==> src/sv/mvu_pkg.sv <==
// ----------------------------------------------------------------------------
// mvu_pkg: shared definitions for the int8 matrix-vector unit
// Register word map, control bits, widths and the cell command type.
// ----------------------------------------------------------------------------
package mvu_pkg;

   localparam int ACC_WIDTH_DEF = 32;
   localparam int ROWS          = 4;
   localparam int COLS          = 4;
   localparam int ELEM_W        = 8;
   localparam int IDX_W         = 4;
   localparam int DATA_W        = 32;
   localparam int PROD_W        = 2 * ELEM_W;
   localparam int SUM_W         = PROD_W + 2;
   localparam int REQ_TDATA_W   = 40;

   // register word indexes
   localparam logic [IDX_W-1:0] WORD_CTRL   = 4'd0;
   localparam logic [IDX_W-1:0] WORD_STATUS = 4'd1;
   localparam logic [IDX_W-1:0] WORD_WADDR  = 4'd2;
   localparam logic [IDX_W-1:0] WORD_WDATA  = 4'd3;
   localparam logic [IDX_W-1:0] WORD_XIN    = 4'd4;
   localparam logic [IDX_W-1:0] WORD_RES0   = 4'd8;
   localparam logic [IDX_W-1:0] WORD_RES1   = 4'd9;
   localparam logic [IDX_W-1:0] WORD_RES2   = 4'd10;
   localparam logic [IDX_W-1:0] WORD_RES3   = 4'd11;

   // CTRL bit positions
   localparam int CTRL_START_BIT = 0;
   localparam int CTRL_CLEAR_BIT = 4;

   // access kinds carried on tuser
   localparam logic CMD_READ  = 1'b0;
   localparam logic CMD_WRITE = 1'b1;

   // command broadcast to every row cell
   typedef struct packed {
      logic                  wr_weight;
      logic [1:0]            row;
      logic [1:0]            col;
      logic [ELEM_W-1:0]     wdata;
      logic                  clear;
      logic                  start;
   } mvu_cell_cmd_type;

   // readback select, broadcast to every row cell
   typedef struct packed {
      logic                  sel;
      logic [1:0]            row;
   } mvu_rd_sel_type;

endpackage

==> src/sv/mvu_row_cell.sv <==
// ----------------------------------------------------------------------------
// mvu_row_cell: one row of the matrix-vector unit
// Holds four int8 weights and one accumulator; passes readback data along.
// ----------------------------------------------------------------------------
module mvu_row_cell import mvu_pkg::*; #(
   parameter int ACC_WIDTH = ACC_WIDTH_DEF,
   parameter logic [1:0] ROW_ID = 2'd0
) (
   input  logic                    clock,
   input  logic                    reset,
   input  mvu_cell_cmd_type        cmd,
   input  logic [DATA_W-1:0]       x_vec,
   input  mvu_rd_sel_type          rd_sel,
   input  logic [DATA_W-1:0]       rd_in,
   output logic [DATA_W-1:0]       rd_out
);

   logic signed [ELEM_W-1:0]    w_ff [COLS];
   logic signed [ACC_WIDTH-1:0] acc_ff;
   logic signed [ACC_WIDTH-1:0] acc_in;
   logic signed [PROD_W-1:0]    prod [COLS];
   logic signed [SUM_W-1:0]     row_sum;
   logic signed [63:0]          acc_ext;

   always_comb begin
      for (int c = 0; c < COLS; c++) begin
         prod[c] = PROD_W'(w_ff[c]) * PROD_W'(signed'(x_vec[c*ELEM_W +: ELEM_W]));
      end
      row_sum = SUM_W'(prod[0]) + SUM_W'(prod[1]) + SUM_W'(prod[2]) + SUM_W'(prod[3]);
   end

   // clear acts before start when both are set
   always_comb begin
      acc_in = cmd.clear ? '0 : acc_ff;
      if (cmd.start) begin
         acc_in = acc_in + ACC_WIDTH'(row_sum);
      end
   end

   always_ff @(posedge clock) begin
      if (reset) begin
         acc_ff <= '0;
         for (int c = 0; c < COLS; c++) begin
            w_ff[c] <= '0;
         end
      end else begin
         acc_ff <= acc_in;
         if (cmd.wr_weight && cmd.row == ROW_ID) begin
            w_ff[cmd.col] <= cmd.wdata;
         end
      end
   end

   // sign-extend, keep low word, or pass the upstream value
   assign acc_ext = 64'(acc_ff);
   assign rd_out  = (rd_sel.sel && rd_sel.row == ROW_ID) ? acc_ext[DATA_W-1:0] : rd_in;

endmodule

==> src/sv/int8_matrix_vector_unit_regs_top.sv <==
// ----------------------------------------------------------------------------
// int8_matrix_vector_unit_regs_top: register-mapped 4x4 int8 matrix-vector unit
// A chain of four row cells, each with its weights and accumulator.
// ----------------------------------------------------------------------------
//
//  Channel  Dir  Ports                         Word contents
//  req      in   req_tvalid/tready/tdata/tuser one bus access (read or write)
//  rsp      out  rsp_tvalid/tready/tdata       read data, zero for writes
//
//  Flow: one word accepted per clock unless the response side stalls; the
//  response appears the next cycle. Each row cell does its four 8x8 products,
//  sum and accumulate combinationally into its accumulator register.
//  Reset: synchronous, active high; clears weights, pointer, X, accumulators,
//  done flag and the response valid flag.
//  Stalls: the response register is the only buffer; req_tready is high
//  while it is empty or being drained this cycle.
//
module int8_matrix_vector_unit_regs_top import mvu_pkg::*; #(
   parameter int ACC_WIDTH = ACC_WIDTH_DEF
) (
   input  logic                   clock,
   input  logic                   reset,
   input  logic                   req_tvalid,
   output logic                   req_tready,
   input  logic [REQ_TDATA_W-1:0] req_tdata,  // [3:0] word_index, [35:4] write_value, pad
   input  logic                   req_tuser,  // [0] command: 0 read, 1 write
   output logic                   rsp_tvalid,
   input  logic                   rsp_tready,
   output logic [DATA_W-1:0]      rsp_tdata   // [31:0] read_value
);

   logic                 accept;
   logic [IDX_W-1:0]     word_idx;
   logic [DATA_W-1:0]    wval;
   logic                 is_write;

   logic [IDX_W-1:0]     wptr_ff;
   logic [DATA_W-1:0]    xvec_ff;
   logic                 done_ff;
   logic                 done_in;
   logic                 rsp_valid_ff;
   logic [DATA_W-1:0]    rsp_data_ff;
   logic [DATA_W-1:0]    rd_value;

   mvu_cell_cmd_type     cmd;
   mvu_rd_sel_type       rd_sel;
   logic [DATA_W-1:0]    chain [ROWS+1];

   assign accept   = req_tvalid && req_tready;
   assign word_idx = req_tdata[IDX_W-1:0];
   assign wval     = req_tdata[IDX_W +: DATA_W];
   assign is_write = accept && (req_tuser == CMD_WRITE);

   // hold a word until taken, take a new one in the same cycle
   assign req_tready = !rsp_valid_ff || rsp_tready;
   assign rsp_tvalid = rsp_valid_ff;
   assign rsp_tdata  = rsp_data_ff;

   // broadcast command to the row cells
   always_comb begin
      cmd.wr_weight = is_write && word_idx == WORD_WDATA;
      cmd.row       = wptr_ff[3:2];
      cmd.col       = wptr_ff[1:0];
      cmd.wdata     = wval[ELEM_W-1:0];
      cmd.clear     = is_write && word_idx == WORD_CTRL && wval[CTRL_CLEAR_BIT];
      cmd.start     = is_write && word_idx == WORD_CTRL && wval[CTRL_START_BIT];
      rd_sel.sel    = word_idx[3:2] == WORD_RES0[3:2];
      rd_sel.row    = word_idx[1:0];
   end

   assign chain[0] = '0;

   for (genvar r = 0; r < ROWS; r++) begin : g_row
      mvu_row_cell #(
         .ACC_WIDTH (ACC_WIDTH),
         .ROW_ID    (2'(r))
      ) u_cell (
         .clock  (clock),
         .reset  (reset),
         .cmd    (cmd),
         .x_vec  (xvec_ff),
         .rd_sel (rd_sel),
         .rd_in  (chain[r]),
         .rd_out (chain[r+1])
      );
   end

   // read decode; writes answer zero
   always_comb begin
      rd_value = '0;
      if (!is_write) begin
         unique case (word_idx) inside
            WORD_STATUS: rd_value = DATA_W'(done_ff);
            WORD_WADDR:  rd_value = DATA_W'(wptr_ff);
            WORD_XIN:    rd_value = xvec_ff;
            WORD_RES0, WORD_RES1, WORD_RES2, WORD_RES3: rd_value = chain[ROWS];
            default:     rd_value = '0;
         endcase
      end
   end

   // clear drops done, start sets it
   always_comb begin
      done_in = done_ff;
      if (cmd.clear) done_in = 1'b0;
      if (cmd.start) done_in = 1'b1;
   end

   always_ff @(posedge clock) begin
      if (reset) begin
         wptr_ff      <= '0;
         xvec_ff      <= '0;
         done_ff      <= 1'b0;
         rsp_valid_ff <= 1'b0;
      end else begin
         done_ff <= done_in;
         if (is_write && word_idx == WORD_WADDR) wptr_ff <= wval[IDX_W-1:0];
         if (is_write && word_idx == WORD_XIN)   xvec_ff <= wval;
         if (accept) begin
            rsp_valid_ff <= 1'b1;
         end else if (rsp_tready) begin
            rsp_valid_ff <= 1'b0;
         end
      end
   end

   always_ff @(posedge clock) begin
      if (accept) begin
         rsp_data_ff <= rd_value;
      end
   end

endmodule

==> config.mk <==
export PLATFORM = sky130hd
export DESIGN_NAME = int8_matrix_vector_unit_regs_top
export DESIGN_NICKNAME = d
export VERILOG_FILES = /design/src/sv/mvu_pkg.sv /design/src/sv/mvu_row_cell.sv /design/src/sv/int8_matrix_vector_unit_regs_top.sv
export SDC_FILE = /design/constraint.sdc
export NUM_CORES = 2
export LEC_CHECK = 0
export BUFFER_PORTS_ARGS = -buffer_cell sky130_fd_sc_hd__buf_4
export CORE_ASPECT_RATIO = 1.4
export CORE_MARGIN = 2
export CORE_UTILIZATION = 40
export DETAILED_ROUTE_END_ITERATION = 16
export PLACE_DENSITY = 0.63
export SYNTH_ARGS = -nofsm -noshare
export SYNTH_HDL_FRONTEND = slang
export SYNTH_SLANG_ARGS = --single-unit
==> constraint.sdc <==
create_clock -name clock -period 14.4 [get_ports clock]
set_input_delay 1.44 -clock clock [delete_from_list [all_inputs] [get_ports clock]]
set_output_delay 1.44 -clock clock [all_outputs]
set_load 0.01 [all_outputs]
==> impl_metrics.ini <==
[status]
status = finished with violations
violations = capacitance limit, slew limit

[clock_network]
cts.clk_slew.worst_paths_ps = 60
clkLatencyLatePin_ps = 630
clock_tree.root_cell = clkbuf_16
cts_max_level = 2
cts_resized = 0
cts_tree = done
numClockSinks = 326
cts_hold_buffers = 0
clock_path_buffers = 3
cts_made_buffers = 42
post-cts-setup-buffers = 0

[routing]
wl_per_cell_um = 21.1
drt_wl_total_um = 207000
vias_per_cell = 5.05
firstDrtPassIters = 5
drtIter0Drc = 2813
drc = 0
num_vias = 49500
drtAntennaViolNets = 0

[placed_design]
portBuffers = 74
place_inst = 9712
gp_congestion = 0.931
dp_hpwl_um = 171000

[sta]
tightest_slew_ps = 1550
min_period_over_period_pct = 71.1
finalCriticalPeriod_ps = 10240
hold_viol = 0
fin_worst_skew_ps = 46.3
setup_viol_count_final = 0
grt_setup_unrepaired = no
max_freq_mhz = 97.6
tns_ps = 0
finalMaxSlewViolations = 12
relSlewSlack_pct = -3.49

[flow_run]
maxCapViolCount = 1

[die]
boundaryPins = 79
rows = 186
core_area_um2 = 184000
fp.dieH_um = 513
fp.dieArea_um2 = 188000
die_x_um = 367
start_util_pct = 40.3

[global_route]
antenna_found_initial = 14
grt_overflow = 0
grt_usage_pct = 23.0
grt_pass1_wl_um = 329000
grt_max_degree = 163
grt_pass1_vias = 55700

[synth]
ys_ff_latch = 326
synth_top_cell_by_area = fa_1
avgSynthCellArea_um2 = 10.0
synth_top_flop_cell = dfxtp_1
synth_nets = 9735
netlist_area_um2 = 73900
synth_edf_count = 160
async_reset_ff_share_pct = 0
synthTopCellsByArea = fa_1 50%, inv_1 10%, ha_1 8.5%, edfxtp_1 6.5%, and2_1 6.0%
netlist_instances = 7361
synth_top_area_share_pct = 49.5
yosysSeqAreaShare_pct = 11.0
ys_types = 78
yosys_warnings = 0

[worst_setup_path]
required_ps = 14950
critPathMaxFanout = 162
endpoint_kind = flip-flop
worstSetupPathType = input pin to flip-flop
cp.arrival_ps = 10800
cp-start-kind = input pin

[power]
powerDensity_nw_per_um2 = 32.5
p_leak_uw = 0.0394
vdd_drop_max_uv = 76.7

[final_layout]
finalNetCount = 9686
drive_above_1_share_pct = 3.97
syn2layout_area_growth_pct = 6.41
final_cells = 9801
finish.utilization_pct = 42.8

[worst_hold_path]
hold_path_class = flip-flop to flip-flop
## final cells by class
cell class | count | area (um^2)
fill | 17600 | 105000
multi-input combinational | 4814 | 57500
sequential | 326 | 8150
inverter | 1992 | 7480
tap | 2444 | 3060
clock buffer | 54 | 1180
timing repair buffer | 136 | 1050
clock inverter | 24 | 248
antenna | 11 | 27.5
## per-layer routing
layer / GRT usage, % / share of wire (%) / vias up / wire length [um]
li1: - / - / 21500 / -
met1: 27.1 / 36 / 25900 / 75300
met2: 39.4 / 49 / 1594 / 102000
met3: 3.40 / 6.3 / 479 / 13000
met4: 14.3 / 8.0 / 4 / 16500
met5: 0 / 0.012 / - / 24
## power breakdown
group	internal, uW	leakage [uW]	switching, uW	total (uW)
clock network	639	0.000689	497	1140
logic	144	0.0357	250	394
registers	989	0.00300	38.6	1030
## kinds of logic after synthesis
group / synth area share [%]
compound gates: 4.59
xor+xnor: 1.63
fa+ha+maj: 58.0
buf+inv: 11.3
flops: 11.0
mux: 1.12
simple gates: 12.4
## state kept, by name (all words and copies together), names as in the netlist
name and flops:
g_row.u_cell.acc_ff 128, g_row.u_cell.w_ff 128, rsp_tdata 32, rsp_tvalid 1
xvec_ff 32, done_ff 1, wptr_ff 4
## critical path, stage by stage
cell and delay (ps):
buf_4 300, nor2_1 450, nand4_1 370, buf_12 340
and2_1 430, fa_1 530, inv_1 50, fa_1 560
fa_1 480, fa_1 550, inv_1 50, fa_1 470
fa_1 520, fa_1 510, inv_1 50, fa_1 480
inv_1 40, ha_1 320, o21ai_0 160, o21ai_1 410
and4b_1 310, nor2_1 100, o311ai_1 780, a211oi_1 200
xnor2_1 200, a211o_1 230, a21oi_1 140
## per-stage QoR
step	worst slack [ps]	power [uW]	hold WS, ps	instance area, um^2
floorplan	4910	1290	431	73900
global placement	3940	1430	444	77200
detailed placement	3860	1440	447	77200
CTS	4470	2570	456	78600
global route	3990	2650	488	78700
finish	4160	2560	455	78700
## placed cells by master (no fill, tap or decap), drive strengths merged, types with 8 or more instances in the layout
cell type,count
a211oi,25
a21o,63
a21oi,184
a22o,10
a22oi,33
a31oi,8
and2,708
and3,39
buf,136
clkbuf,54
clkinv,13
dfxtp,166
diode,11
edfxtp,160
fa,1829
ha,500
inv,1996
mux4,32
nand2,650
nand2b,59
nand3,49
nand4,10
nor2,117
nor2b,85
nor3,19
o211ai,8
o21a,19
o21ai,93
o21bai,18
or2,13
or3,12
xnor2,97
xor2,41
## cell usage after synthesis (all sizes together) (4+ instances only)
cell type and count:
mux2i 6, a31o 5, o21bai 18, ha 500
a21oi 184, a31oi 8, or3 12, a21boi 6
nor2b 85, clkbuf 217, inv 1992, nor3b 5
o21a 19, fa 1829, nand4 10, o31a 7
a211o 5, edfxtp 160, nand3 49, and4 6
mux2 4, dfxtp 166, nand2b 59, xor2 41
o31ai 7, mux4 32, nor2 117, and2 708
or2 13, a22oi 33, nor3 19, nand2 650
buf 12, o211ai 8, a21o 63, xnor2 97
a211oi 25, a22o 10, a2111oi 6, and3 39
o21ai 93
## final timing paths
check / from / to / slack [ps] / cells after the start
worst min-delay path: xvec_ff[21] / xvec_ff[21] / 450 / 2
worst max-delay path: req_tdata[0] / g_row[3].u_cell.acc_ff[31] / 4160 / 27
worst min register to register: xvec_ff[21] / xvec_ff[21] / 450 / 2
worst max register to register: xvec_ff[16] / g_row[3].u_cell.acc_ff[31] / 4570 / 22
No activity file was read; power rests on OpenSTA's default activity.
